## config.mk

```make
export PLATFORM = sky130hd
export DESIGN_NAME = line_edit_echo
export DESIGN_NICKNAME = d
export VERILOG_FILES = /design/src/design/lee_pkg.sv /design/src/design/lee_datapath.sv /design/src/design/lee_ctrl.sv /design/src/design/line_edit_echo.sv
export VERILOG_INCLUDE_DIRS = /design/src /design/src/design
export SDC_FILE = /design/constraint.sdc
export NUM_CORES = 1
export LEC_CHECK = 0
export BUFFER_PORTS_ARGS = -buffer_cell sky130_fd_sc_hd__buf_2
export CAP_MARGIN = 10
export CORE_MARGIN = 10
export CORE_UTILIZATION = 62
export CTS_CLUSTER_DIAMETER = 60
export DETAILED_ROUTE_END_ITERATION = 10
export PLACE_DENSITY = 0.77
export SLEW_MARGIN = 0
export SYNTH_ARGS = -nofsm -noshare
export SYNTH_HDL_FRONTEND = slang
export SYNTH_SLANG_ARGS = --single-unit
export TNS_END_PERCENT = 30
```

## constraint.sdc

```tcl
create_clock -name clock -period 4.2 [get_ports clock]
set_input_delay 0.21 -clock clock [delete_from_list [all_inputs] [get_ports clock]]
set_output_delay 0.21 -clock clock [all_outputs]
set_load 0.02 [all_outputs]
```

## src/design/assert_macros.svh

```systemverilog
`ifndef ASSERT_MACROS_SVH
`define ASSERT_MACROS_SVH

// Property checked on every rising clock edge outside reset
`define CHK_ALWAYS(lbl, prop, msg) \
   lbl: assert property (@(posedge clock) disable iff (reset) (prop)) else $error(msg);

// Implication checked on every rising clock edge outside reset
`define CHK_IMPLY(lbl, pre, post, msg) \
   lbl: assert property (@(posedge clock) disable iff (reset) (pre) |-> (post)) else $error(msg);

// Next-cycle implication checked outside reset
`define CHK_NEXT(lbl, pre, post, msg) \
   lbl: assert property (@(posedge clock) disable iff (reset) (pre) |=> (post)) else $error(msg);

`endif

```

## src/design/lee_pkg.sv

```systemverilog
`timescale 1ns / 1ps

package lee_pkg;

   // Line geometry
   localparam int LINE_MAX = 16;
   localparam int CNT_W    = $clog2(LINE_MAX + 1);
   localparam int IDX_W    = (LINE_MAX > 1) ? $clog2(LINE_MAX) : 1;

   // Input key codes
   localparam logic [7:0] K_ERASE = 8'd127;
   localparam logic [7:0] K_KILL  = 8'd21;
   localparam logic [7:0] K_WORD  = 8'd23;
   localparam logic [7:0] K_EOF   = 8'd4;
   localparam logic [7:0] K_SPACE = 8'd32;
   localparam logic [7:0] K_TILDE = 8'd126;

   // Echo characters
   localparam logic [7:0] CH_BS   = 8'd8;
   localparam logic [7:0] CH_SP   = 8'd32;
   localparam logic [7:0] CH_LF   = 8'd10;
   localparam logic [7:0] CH_BEL  = 8'd7;
   localparam logic [7:0] CH_CR   = 8'd13;
   localparam logic [7:0] CH_ESC  = 8'd27;
   localparam logic [7:0] CH_LBR  = 8'd91;
   localparam logic [7:0] CH_K    = 8'd75;

   // Class of the latched input byte
   typedef enum logic [2:0] {
      KIND_EOF,
      KIND_ERASE,
      KIND_KILL,
      KIND_WORD,
      KIND_PRINT,
      KIND_OTHER
   } kind_type;

   // Source of an echo word
   typedef enum logic [3:0] {
      SRC_BS,
      SRC_SP,
      SRC_LF,
      SRC_BEL,
      SRC_CR,
      SRC_ESC,
      SRC_LBR,
      SRC_K,
      SRC_IN,
      SRC_RD,
      SRC_END
   } src_type;

   typedef enum logic [1:0] {
      CNT_HOLD,
      CNT_INC,
      CNT_DEC,
      CNT_ONE
   } cnt_op_type;

   typedef enum logic [1:0] {
      IDX_HOLD,
      IDX_CLR,
      IDX_INC
   } idx_op_type;

   // Controller to datapath
   typedef struct packed {
      logic       load;
      logic       wr_en;
      logic       wr_zero;
      logic       rd_en;
      logic       rd_top;
      cnt_op_type cnt_op;
      idx_op_type idx_op;
      logic       push;
      src_type    src;
      logic       last;
      logic       sess_end;
   } cmd_type;

   // Datapath to controller
   typedef struct packed {
      kind_type kind;
      logic     cnt_zero;
      logic     cnt_one;
      logic     cnt_full;
      logic     rd_space;
      logic     idx_at_cnt;
      logic     out_free;
   } stat_type;

endpackage

```

## src/design/lee_datapath.sv

```systemverilog
`timescale 1ns / 1ps

module lee_datapath (
   input  logic              clock,
   input  logic              reset,
   input  logic [7:0]        req_tdata,
   input  lee_pkg::cmd_type  cmd,
   output lee_pkg::stat_type st,
   output logic              rsp_tvalid,
   input  logic              rsp_tready,
   output logic [7:0]        rsp_tdata,
   output logic              rsp_tlast,
   output logic              rsp_tuser
);
   import lee_pkg::*;

   logic [7:0]       byte_ff;
   logic [CNT_W-1:0] count_ff, count_in;
   logic [CNT_W-1:0] idx_ff, idx_in;
   logic [CNT_W-1:0] cnt_m1;
   logic [7:0]       line_mem [LINE_MAX];
   logic [7:0]       rd_data_ff;
   logic [IDX_W-1:0] wr_addr, rd_addr;
   logic             out_valid_ff, out_valid_in;
   logic [7:0]       out_byte_ff;
   logic             out_last_ff, out_end_ff;
   logic [7:0]       echo;
   kind_type         kind;

   // Latched input byte
   always_ff @(posedge clock) begin
      if (cmd.load) begin
         byte_ff <= req_tdata;
      end
   end

   // Byte classification
   always_comb begin
      kind = KIND_OTHER;
      if (byte_ff == K_EOF) begin
         kind = KIND_EOF;
      end else if (byte_ff == K_ERASE) begin
         kind = KIND_ERASE;
      end else if (byte_ff == K_KILL) begin
         kind = KIND_KILL;
      end else if (byte_ff == K_WORD) begin
         kind = KIND_WORD;
      end else if (byte_ff inside {[K_SPACE:K_TILDE]}) begin
         kind = KIND_PRINT;
      end
   end

   // Line length
   always_comb begin
      case (cmd.cnt_op)
         CNT_INC: count_in = count_ff + CNT_W'(1);
         CNT_DEC: count_in = count_ff - CNT_W'(1);
         CNT_ONE: count_in = CNT_W'(1);
         default: count_in = count_ff;
      endcase
   end

   // Reprint index
   always_comb begin
      case (cmd.idx_op)
         IDX_CLR: idx_in = '0;
         IDX_INC: idx_in = idx_ff + CNT_W'(1);
         default: idx_in = idx_ff;
      endcase
   end

   always_ff @(posedge clock) begin
      if (reset) begin
         count_ff <= '0;
         idx_ff   <= '0;
      end else begin
         count_ff <= count_in;
         idx_ff   <= idx_in;
      end
   end

   // Line store: one write port, one registered read port
   assign cnt_m1  = count_ff - CNT_W'(1);
   assign wr_addr = cmd.wr_zero ? '0 : count_ff[IDX_W-1:0];
   assign rd_addr = cmd.rd_top ? cnt_m1[IDX_W-1:0] : idx_ff[IDX_W-1:0];

   always_ff @(posedge clock) begin
      if (cmd.wr_en) begin
         line_mem[wr_addr] <= byte_ff;
      end
      if (cmd.rd_en) begin
         rd_data_ff <= line_mem[rd_addr];
      end
   end

   // Echo byte select
   always_comb begin
      case (cmd.src)
         SRC_BS:  echo = CH_BS;
         SRC_SP:  echo = CH_SP;
         SRC_LF:  echo = CH_LF;
         SRC_BEL: echo = CH_BEL;
         SRC_CR:  echo = CH_CR;
         SRC_ESC: echo = CH_ESC;
         SRC_LBR: echo = CH_LBR;
         SRC_K:   echo = CH_K;
         SRC_IN:  echo = byte_ff;
         SRC_RD:  echo = rd_data_ff;
         default: echo = '0;
      endcase
   end

   // Output register
   assign out_valid_in = cmd.push | (out_valid_ff & ~rsp_tready);

   always_ff @(posedge clock) begin
      if (reset) begin
         out_valid_ff <= 1'b0;
      end else begin
         out_valid_ff <= out_valid_in;
      end
   end

   always_ff @(posedge clock) begin
      if (cmd.push) begin
         out_byte_ff <= echo;
         out_last_ff <= cmd.last;
         out_end_ff  <= cmd.sess_end;
      end
   end

   assign rsp_tvalid = out_valid_ff;
   assign rsp_tdata  = out_byte_ff;
   assign rsp_tlast  = out_last_ff;
   assign rsp_tuser  = out_end_ff;

   // Status
   assign st.kind       = kind;
   assign st.cnt_zero   = (count_ff == '0);
   assign st.cnt_one    = (count_ff == CNT_W'(1));
   assign st.cnt_full   = (count_ff == CNT_W'(LINE_MAX));
   assign st.rd_space   = (rd_data_ff == K_SPACE);
   assign st.idx_at_cnt = (idx_ff == count_ff);
   assign st.out_free   = ~out_valid_ff | rsp_tready;

endmodule

```

## src/design/lee_ctrl.sv

```systemverilog
`timescale 1ns / 1ps

module lee_ctrl (
   input  logic              clock,
   input  logic              reset,
   input  logic              req_tvalid,
   output logic              req_tready,
   input  lee_pkg::stat_type st,
   output lee_pkg::cmd_type  cmd
);
   import lee_pkg::*;

   typedef enum logic [15:0] {
      ST_IDLE = 16'h0001,
      ST_DISP = 16'h0002,
      ST_END  = 16'h0004,
      ST_BEL  = 16'h0008,
      ST_BS1  = 16'h0010,
      ST_SP   = 16'h0020,
      ST_BS2  = 16'h0040,
      ST_WRD  = 16'h0080,
      ST_WCHK = 16'h0100,
      ST_CR   = 16'h0200,
      ST_ESC  = 16'h0400,
      ST_LBR  = 16'h0800,
      ST_K    = 16'h1000,
      ST_PRT  = 16'h2000,
      ST_LF   = 16'h4000,
      ST_CHR  = 16'h8000
   } state_type;

   state_type state_ff, state_in;
   logic      kill_ff, kill_in;     // erase repeats until the line is empty
   logic      wphase_ff, wphase_in; // word-erase: past the trailing spaces

   always_ff @(posedge clock) begin
      if (reset) begin
         state_ff  <= ST_IDLE;
         kill_ff   <= 1'b0;
         wphase_ff <= 1'b0;
      end else begin
         state_ff  <= state_in;
         kill_ff   <= kill_in;
         wphase_ff <= wphase_in;
      end
   end

   // Sequencer
   always_comb begin
      state_in   = state_ff;
      kill_in    = kill_ff;
      wphase_in  = wphase_ff;
      req_tready = 1'b0;
      cmd        = '0;
      cmd.cnt_op = CNT_HOLD;
      cmd.idx_op = IDX_HOLD;
      cmd.src    = SRC_END;

      case (state_ff)
         ST_IDLE: begin
            req_tready = 1'b1;
            if (req_tvalid) begin
               cmd.load   = 1'b1;
               cmd.idx_op = IDX_CLR;
               kill_in    = 1'b0;
               wphase_in  = 1'b0;
               state_in   = ST_DISP;
            end
         end

         ST_DISP: begin
            case (st.kind)
               KIND_EOF:   state_in = st.cnt_zero ? ST_END : ST_BEL;
               KIND_ERASE: state_in = st.cnt_zero ? ST_IDLE : ST_BS1;
               KIND_KILL: begin
                  kill_in  = 1'b1;
                  state_in = st.cnt_zero ? ST_IDLE : ST_BS1;
               end
               KIND_WORD:  state_in = ST_WRD;
               KIND_PRINT: begin
                  cmd.wr_en = 1'b1;
                  if (st.cnt_full) begin
                     cmd.wr_zero = 1'b1;
                     cmd.cnt_op  = CNT_ONE;
                     state_in    = ST_LF;
                  end else begin
                     cmd.cnt_op  = CNT_INC;
                     state_in    = ST_CHR;
                  end
               end
               default:    state_in = ST_BEL;
            endcase
         end

         ST_END: begin
            if (st.out_free) begin
               cmd.push     = 1'b1;
               cmd.src      = SRC_END;
               cmd.last     = 1'b1;
               cmd.sess_end = 1'b1;
               state_in     = ST_IDLE;
            end
         end

         ST_BEL: begin
            if (st.out_free) begin
               cmd.push = 1'b1;
               cmd.src  = SRC_BEL;
               cmd.last = 1'b1;
               state_in = ST_IDLE;
            end
         end

         // BS SP BS, once for erase, per character for kill
         ST_BS1: begin
            if (st.out_free) begin
               cmd.push = 1'b1;
               cmd.src  = SRC_BS;
               state_in = ST_SP;
            end
         end

         ST_SP: begin
            if (st.out_free) begin
               cmd.push = 1'b1;
               cmd.src  = SRC_SP;
               state_in = ST_BS2;
            end
         end

         ST_BS2: begin
            if (st.out_free) begin
               cmd.push   = 1'b1;
               cmd.src    = SRC_BS;
               cmd.cnt_op = CNT_DEC;
               cmd.last   = ~kill_ff | st.cnt_one;
               state_in   = (kill_ff && !st.cnt_one) ? ST_BS1 : ST_IDLE;
            end
         end

         // Word-erase trim: fetch the last character, then test it
         ST_WRD: begin
            if (st.cnt_zero) begin
               state_in = ST_CR;
            end else begin
               cmd.rd_en  = 1'b1;
               cmd.rd_top = 1'b1;
               state_in   = ST_WCHK;
            end
         end

         ST_WCHK: begin
            if (wphase_ff && st.rd_space) begin
               state_in = ST_CR;
            end else begin
               if (!st.rd_space) begin
                  wphase_in = 1'b1;
               end
               cmd.cnt_op = CNT_DEC;
               state_in   = ST_WRD;
            end
         end

         ST_CR: begin
            if (st.out_free) begin
               cmd.push = 1'b1;
               cmd.src  = SRC_CR;
               state_in = ST_ESC;
            end
         end

         ST_ESC: begin
            if (st.out_free) begin
               cmd.push = 1'b1;
               cmd.src  = SRC_ESC;
               state_in = ST_LBR;
            end
         end

         ST_LBR: begin
            if (st.out_free) begin
               cmd.push = 1'b1;
               cmd.src  = SRC_LBR;
               state_in = ST_K;
            end
         end

         // Last of the header; prefetch the first stored character
         ST_K: begin
            if (st.out_free) begin
               cmd.push = 1'b1;
               cmd.src  = SRC_K;
               cmd.last = st.cnt_zero;
               if (st.cnt_zero) begin
                  state_in = ST_IDLE;
               end else begin
                  cmd.rd_en  = 1'b1;
                  cmd.idx_op = IDX_INC;
                  state_in   = ST_PRT;
               end
            end
         end

         // Reprint: send one character while fetching the next
         ST_PRT: begin
            if (st.out_free) begin
               cmd.push = 1'b1;
               cmd.src  = SRC_RD;
               cmd.last = st.idx_at_cnt;
               if (st.idx_at_cnt) begin
                  state_in = ST_IDLE;
               end else begin
                  cmd.rd_en  = 1'b1;
                  cmd.idx_op = IDX_INC;
               end
            end
         end

         ST_LF: begin
            if (st.out_free) begin
               cmd.push = 1'b1;
               cmd.src  = SRC_LF;
               state_in = ST_CHR;
            end
         end

         ST_CHR: begin
            if (st.out_free) begin
               cmd.push = 1'b1;
               cmd.src  = SRC_IN;
               cmd.last = 1'b1;
               state_in = ST_IDLE;
            end
         end

         default: state_in = ST_IDLE;
      endcase
   end

endmodule

```

## src/design/line_edit_echo.sv

```systemverilog
// Line editor with echo.
// req_ (stream in): one typed byte per word on req_tdata.
// rsp_ (stream out): the echo bytes for that input as a run of words;
//    rsp_tlast marks the final word of the run, rsp_tuser marks the
//    end-of-session word (Ctrl-D on an empty line, data 0).
// An input may cause no words (erase or kill on an empty line).
// Fixed sequences and the reprint after word-erase run at one word per
// cycle while the receiver keeps up; trimming during word-erase takes one
// store read and one test per removed character, and stops at the space
// in front of the word or on reaching an empty line.
// req_tready is high only between items.
// A stalled receiver holds the output register; the sequencer waits and
// nothing is lost. Reset empties the line and drops any pending word;
// the line store itself is not cleared.
`timescale 1ns / 1ps

module line_edit_echo (
   input  logic       clock,
   input  logic       reset,
   input  logic       req_tvalid,
   output logic       req_tready,
   input  logic [7:0] req_tdata,   // [7:0] in_byte
   output logic       rsp_tvalid,
   input  logic       rsp_tready,
   output logic [7:0] rsp_tdata,   // [7:0] echo_byte
   output logic       rsp_tlast,
   output logic       rsp_tuser    // [0] session_end
);
   import lee_pkg::*;

   cmd_type  cmd;
   stat_type st;

   lee_ctrl u_ctrl (
      .clock      (clock),
      .reset      (reset),
      .req_tvalid (req_tvalid),
      .req_tready (req_tready),
      .st         (st),
      .cmd        (cmd)
   );

   lee_datapath u_datapath (
      .clock      (clock),
      .reset      (reset),
      .req_tdata  (req_tdata),
      .cmd        (cmd),
      .st         (st),
      .rsp_tvalid (rsp_tvalid),
      .rsp_tready (rsp_tready),
      .rsp_tdata  (rsp_tdata),
      .rsp_tlast  (rsp_tlast),
      .rsp_tuser  (rsp_tuser)
   );

`include "assert_macros.svh"

   // Session end is a lone zero word closing its run
   `CHK_IMPLY(a_end_word, rsp_tvalid && rsp_tuser, rsp_tlast && rsp_tdata == 8'd0, "bad end word")
   // Busy right after taking a word
   `CHK_NEXT(a_busy, req_tvalid && req_tready, !req_tready, "ready after accept")
   // Never load the output register while it still holds an untaken word
   `CHK_IMPLY(a_push_free, cmd.push, st.out_free, "push into full output")
   // A store write never lands past the end of the line
   `CHK_IMPLY(a_wr_range, cmd.wr_en, !st.cnt_full || cmd.wr_zero, "write past line end")

endmodule

```

---- Word-level counts from Yosys, hierarchy flattened ----
Memory sizes are Yosys's and may differ from the RTL's. A register that Yosys moved wholly into a read port is not among the register bits.
Index checks and enable logic that the tools add are counted.
word-level totals
  memory bits (read-only) ................. 0
  flip-flop bits (word level) ............. 47
  bits in latches ......................... 0
  word-level logic and storage cells ...... 171
  input port bits ......................... 12
  output and inout port bits .............. 12
  memory bits (writable) .................. 128
  memories kept ........................... 1
memory list
  name                 depth  bits a word  rd ports  clocked after Yosys merged registers in  wr ports  RTL line            source
  u_datapath.line_mem  16     8            1         1                                        1         lee_datapath.sv:21  logic [7:0] line_mem [LINE_MAX];
cells by class
  bitwise gates (word level) .............. 7
  $add $sub $neg .......................... 3
  $mul .................................... 0
  divide/modulo/power cells ............... 0
  shifts and indexed selects .............. 0
  reduce and logical (&&, ||, !) cells .... 16
  equality and inequality tests ........... 57
  $lt $le $gt $ge ......................... 2
  multiplexer cells ....................... 75
operators with widths
  operator                                         number
  case mux 16 bit (14 select lines)                1
  two-way mux 16 bit                               13
  case mux 8 bit (10 select lines)                 1
  case mux 16 bit (4 select lines)                 1
  case mux 5 bit (12 select lines)                 1
  two-way mux 5 bit                                8
  != test 2 bit, second input constant             13
  two-way mux 10 bit                               2
  two-way mux 2 bit                                9
  two-way mux 6 bit                                3
  two-way mux 1 bit                                17
  == test 16 x 1 -> 1 bit, second input constant   1
  == test 16 x 10 -> 1 bit, second input constant  1
  == test 16 x 11 -> 1 bit, second input constant  1
  == test 16 x 12 -> 1 bit, second input constant  1
  == test 16 x 13 -> 1 bit, second input constant  1
  == test 16 x 14 -> 1 bit, second input constant  1
  == test 16 x 15 -> 1 bit, second input constant  1
  == test 16 bit, second input constant            1
  == test 16 x 2 -> 1 bit, second input constant   1
  == test 16 x 3 -> 1 bit, second input constant   1
  == test 16 x 4 -> 1 bit, second input constant   1
  == test 16 x 5 -> 1 bit, second input constant   1
  == test 16 x 6 -> 1 bit, second input constant   1
  50 further kinds                                 78

---- Depth between registers and ports, before layout ----
  depth in word-level cells ............... 12
  gate-level depth with buffers ........... 13
  depth with buffers taken out ............ 11

---- Hierarchy ----
From an unflattened synthesis, not the netlist that was laid out.
second synthesis, totals
  cells, all modules ...................... 831
  area total of the unflattened synthesis .. 9,251.4 um2
by module, submodules not included
  module        seq. area each (um2)  area each (um2)  cells an instance  instances
  lee_datapath  4,844.6               7,659.8          616                1
  lee_ctrl      360.3                 1,591.5          215                1

---- Least setup slack after synthesis ----
OpenSTA, ideal clock, no wires.
  path kind ............................... register to register
  start point ............................. register u_datapath.count_ff[0]
  end point ............................... register u_datapath.rd_data_ff[6] (read register of u_datapath.line_mem), data pin
  cell stages (with the launch flop) ...... 14
  slack ................................... 0.991 ns
  arrival ................................. 2.938 ns
  buffers on the path ..................... 4
  setup time .............................. 0.272 ns
  data required time ...................... 3.928 ns
  period minus slack after synthesis ...... 3.209 ns
  path through ............................ dfxtp_1 > clkbuf_1 > inv_1 > ha_1 > or4b_4 > nand2_2 > or2_1 > buf_4 > o21ai_1 > buf_6 > buf_4 > mux2i_1 > o22ai_1 > or4_1
between the ends
  longest elaborated chain between the ends .. 4
  elaborated cells between the ends (all ways) .. 11
  those cells by class .................... add/sub (1); eq/ne (1); mux (8); reduce/logical (1)
ends and longest elaborated chain
  item                                                                  RTL line                                          source
  start, declared                                                       lee_datapath.sv:18                                logic [CNT_W-1:0] count_ff, count_in;
  start signal, assigned                                                lee_datapath.sv:77                                count_ff <= count_in;
  == test 5 bit or logical NOT 5 bit (tied branches)                    lee_datapath.sv:143, lee_datapath.sv:139
  two-way mux 1 bit, or another cell as far along                       lee_ctrl.sv:210                                   if (st.idx_at_cnt) begin
  two-way mux 1 bit (on tied branches)                                  lee_ctrl.sv:206, lee_ctrl.sv:59, lee_ctrl.sv:190
  case mux 1 bit (3 select lines) or two-way mux 4 bit (tied branches)  lee_ctrl.sv:59, lee_datapath.sv:85
  end, declared                                                         lee_datapath.sv:22                                logic [7:0] rd_data_ff;
Parallel ways exist; a longest one is shown, timed or not.
A chain may end at the register's enable or synchronous reset.

---- Final worst setup path ----
  start point ............................. register u_datapath.count_ff[0]
  end point ............................... register u_datapath.rd_data_ff[3] (read register of u_datapath.line_mem), data pin
Same word-level chain as after synthesis.

==> results.json <==
{
  "status": "finished clean",
  "finalPower_mw": 3.98,
  "detail-route-antenna-nets": 0,
  "num_vias": 5652,
  "final_hold_viol_count": 0,
  "die_y_um": 136,
  "post-place-ws_ns": 0.637,
  "cts.clk_slew.worst_paths_ns": 0.08,
  "cts_inserted_buffers": 17,
  "gp_congestion": 0.938,
  "layout_min_cycle_time_ns": 3.62,
  "antennaDiodeCount": 0,
  "area_delta_synth_final_pct": 12.2,
  "vdd.ir_drop.worst_v": 0.000479,
  "worst-path-max-fanout": 30,
  "grt_remaining_overflow": 0,
  "globalRouteTotalUtil": 0.220,
  "grt_pass1_wl_um": 30800,
  "yosys.area_share.simple": 0.141,
  "drt_wl_total_um": 19700,
  "dp.final_hpwl_um": 13000,
  "detail_route.vias_per_cell": 6.52,
  "grt_setup_unrepaired": "false",
  "synthXorXnorAreaFrac": 0.0211,
  "utilization_after_layout": 0.707,
  "end_kind": "flop",
  "drt_pass1_iterations": 5,
  "core_um2": 13200,
  "timing_worst_setup_path_type": "reg -> reg",
  "synth_mux_area_frac": 0.0831,
  "fin_cells": 867,
  "fmax_mhz": 276,
  "critPathCapture": "u_datapath.rd_data_ff[3]",
  "timing.clock.skew_ns": 0.0148,
  "hold_class": "in -> reg",
  "timing_worst_slew_pin_value_ns": 0.870,
  "ctsHtreeMaxLevel": 4,
  "synthesis.nets": 654,
  "cp_data_required_time_ns": 4.36,
  "die_area_um2": 18400,
  "largest_net_degree_at_the_start_of_global_routing": 31,
  "setup.worst_path.start_class": "flop",
  "number_of_max_slew_violations_in_the_final_report": 0,
  "initial_antenna_violation_count": 0,
  "synthesized_area_per_cell_um2": 13.1,
  "tritoncts": "done",
  "placed_cell_area_um2": 8670,
  "syn_area_um2": 8320,
  "synth_compound_gate_area_share": 0.0948,
  "yosys_warnings": 0,
  "worst_r2r_endpoint": "u_datapath.rd_data_ff[3]",
  "drive_gt1_frac": 0.143,
  "reg2reg_setup_slack_ns": 0.58,
  "die_w_um": 136,
  "synthDominantCellAreaShare": 0.556,
  "hold-worst-slack_ns": 0.123,
  "leading_register_cell_type_out_of_synthesis": "sky130_fd_sc_hd__edfxtp_1",
  "crit_path_cells": "inv_1 -> ha_1 -> or4b_4 -> nand2_2 -> or2_1 -> o21ai_4 -> buf_12 -> mux2i_1 -> o22ai_1 -> or4_1",
  "detailedRoute.firstIterationViolations": 694,
  "worst-endpoint-arrival_ns": 3.78,
  "ys_top_cells_by_area": "sky130_fd_sc_hd__edfxtp_1 56%, sky130_fd_sc_hd__mux2i_1 8.3%, sky130_fd_sc_hd__dfxtp_1 7.0%",
  "numPlacedInstances": 827,
  "clock_sinks": 183,
  "final.period_utilization": 0.862,
  "critical_path.startpoint": "u_datapath.count_ff[0]",
  "post_synth_top_area_cell": "sky130_fd_sc_hd__edfxtp_1",
  "synth_fa_ha_area_frac": 0.00752,
  "power.density_cell_area_nw_per_um2": 426,
  "layout_setup_ws_ns": 0.580,
  "timing.critical_path.slowest_cell_delay_ns": 0.61,
  "nets": 695,
  "async_reset_ff_frac": 0,
  "drt-wirelength-per-cell_um": 22.7,
  "timing.max_slew.rel_slack": 0.420,
  "initial_core_util": 0.630,
  "post_detailed_route_drc_marker_count": 0,
  "number_of_top_level_pins": 24,
  "clock_latency_on_the_worst_skew_pair_ns": 0.44,
  "design_area_um2": 9330,
  "synth.distinct_cells": 70,
  "fillers": 879,
  "synth_top_family_by_area": "simple AND/OR/NAND/NOR gates",
  "place.port_buffers": 23,
  "synth_edf_count": 154,
  "cts-root-to-sink-buffers": 2,
  "synth_cells": 637,
  "postSynthRegisterBits": 183,
  "final_tns_setup_ns": 0,
  "drv_cap": 0,
  "worst_r2r_path_depth": 10,
  "sequential_to_total_area_share_from_yosys_stat": 0.626,
  "p_leak_nw": 3.10,
  "num_rows": 42,
  "worstReg2RegStart": "u_datapath.count_ff[0]",
  "post_cts_buffers": 0,
  "critical-path-slowest-cell": "sky130_fd_sc_hd__dfxtp_1",
  "clk_root_buffer_cell": "sky130_fd_sc_hd__clkbuf_16",
  "grt_pass1_vias": 5430,
  "finalSetupViolations": 0
}
## Yosys cell counts (all sizes together), types with 4 or more instances
cell type,number
a21oi,17
buf,15
clkbuf,17
dfxtp,29
edfxtp,154
ha,5
inv,10
mux2i,69
nand2,36
nand2b,11
nand3,19
nand4,5
nor2,56
nor2b,5
nor3,18
nor4,15
nor4b,11
o21ai,21
o22ai,34
o31ai,4
or4,12
xnor2,4
xor2,16
## metal layers
layer	vias up	routed length [µm]	track usage
met3	49	1920	0.0539
met2	313	8890	0.322
met4	0	482	0.0867
met5	-	0	0
met1	2730	8430	0.308
li1	2560	-	-
## kinds of logic (layout without fill, tap and decap cells)
group	count (synthesis)	after routing
AOI/OAI and AO/OA	110	110
xor gates and xnor gates	20	20
adders and majority gates	5	5
buffers and inverters	42	96
DFF	183	183
muxes	69	69
and+or+nand+nor	208	208
## sequential cells by signal, summed over array words and instances (netlist names)
signal,cells
u_datapath.rsp_tlast,1
u_datapath.rd_data_ff,8
u_datapath.idx_ff,5
u_ctrl.state_ff,16
u_datapath.line_mem,128
u_ctrl.wphase_ff,1
u_datapath.rsp_tuser,1
u_datapath.rsp_tvalid,1
u_datapath.count_ff,5
u_datapath.byte_ff,8
u_datapath.rsp_tdata,8
u_ctrl.kill_ff,1
## worst max-delay path: cells and delay by family (launching register included)
family                   cells  cell delay [ns]
AND/OR/NAND/NOR              4             1.29
flip-flops                   1             0.61
AO/OA/AOI/OAI                2             0.48
buffers and inverters        2             0.43
adder cells (fa/ha/maj)      1             0.28
multiplexers                 1             0.23
## worst min path at each step
stage                 startpoint               endpoint  slack, ns  depth (start not counted)
finish                req_tvalid     u_ctrl.state_ff[0]       0.12                          4
floorplan           req_tdata[0]  u_datapath.byte_ff[0]       0.31                          0
global placement    req_tdata[0]  u_datapath.byte_ff[0]       0.39                          1
CTS                   req_tvalid     u_ctrl.state_ff[0]       0.11                          4
detailed placement  req_tdata[4]  u_datapath.byte_ff[4]       0.39                          1
global route          req_tvalid     u_ctrl.state_ff[0]       0.14                          4
## report_power, final
part | switching, mW | leakage [nW] | internal (mW)
Clock | 0.708 | 0.279 | 0.837
Sequential | 0.0864 | 1.64 | 2.03
Combinational | 0.192 | 1.18 | 0.124
## cell usage in the layout, fill, tap and decap left out, types with 11 or more instances in the layout
cell type	n
sky130_fd_sc_hd__edfxtp_1	154
sky130_fd_sc_hd__mux2i_1	69
sky130_fd_sc_hd__nor2_1	56
sky130_fd_sc_hd__o22ai_1	34
sky130_fd_sc_hd__nand2_1	33
sky130_fd_sc_hd__dfxtp_1	29
sky130_fd_sc_hd__buf_2	23
sky130_fd_sc_hd__buf_4	21
sky130_fd_sc_hd__nand3_1	19
sky130_fd_sc_hd__nor3_1	17
sky130_fd_sc_hd__clkbuf_16	17
sky130_fd_sc_hd__xor2_1	16
sky130_fd_sc_hd__o21ai_0	15
sky130_fd_sc_hd__a21oi_1	13
sky130_fd_sc_hd__or4_1	11
sky130_fd_sc_hd__nor4b_1	11
sky130_fd_sc_hd__nand2b_1	11
sky130_fd_sc_hd__nor4_1	11
## layout make-up
class,count,area (µm²),area share
inverter,10,37.5,0.00402
timing repair buffer,54,393,0.0421
clock buffer,19,433,0.0464
sequential,183,5200,0.558
tap,176,220,0.0236
multi-input combinational,412,2900,0.311
clock inverter,13,145,0.0156
## timing repair
item                      4_1_cts  5_1_grt
hold endpoints to repair        8        0
hold buffers                    8        0
gates resized for setup         0        0
Power figures use the tool's default switching activity.
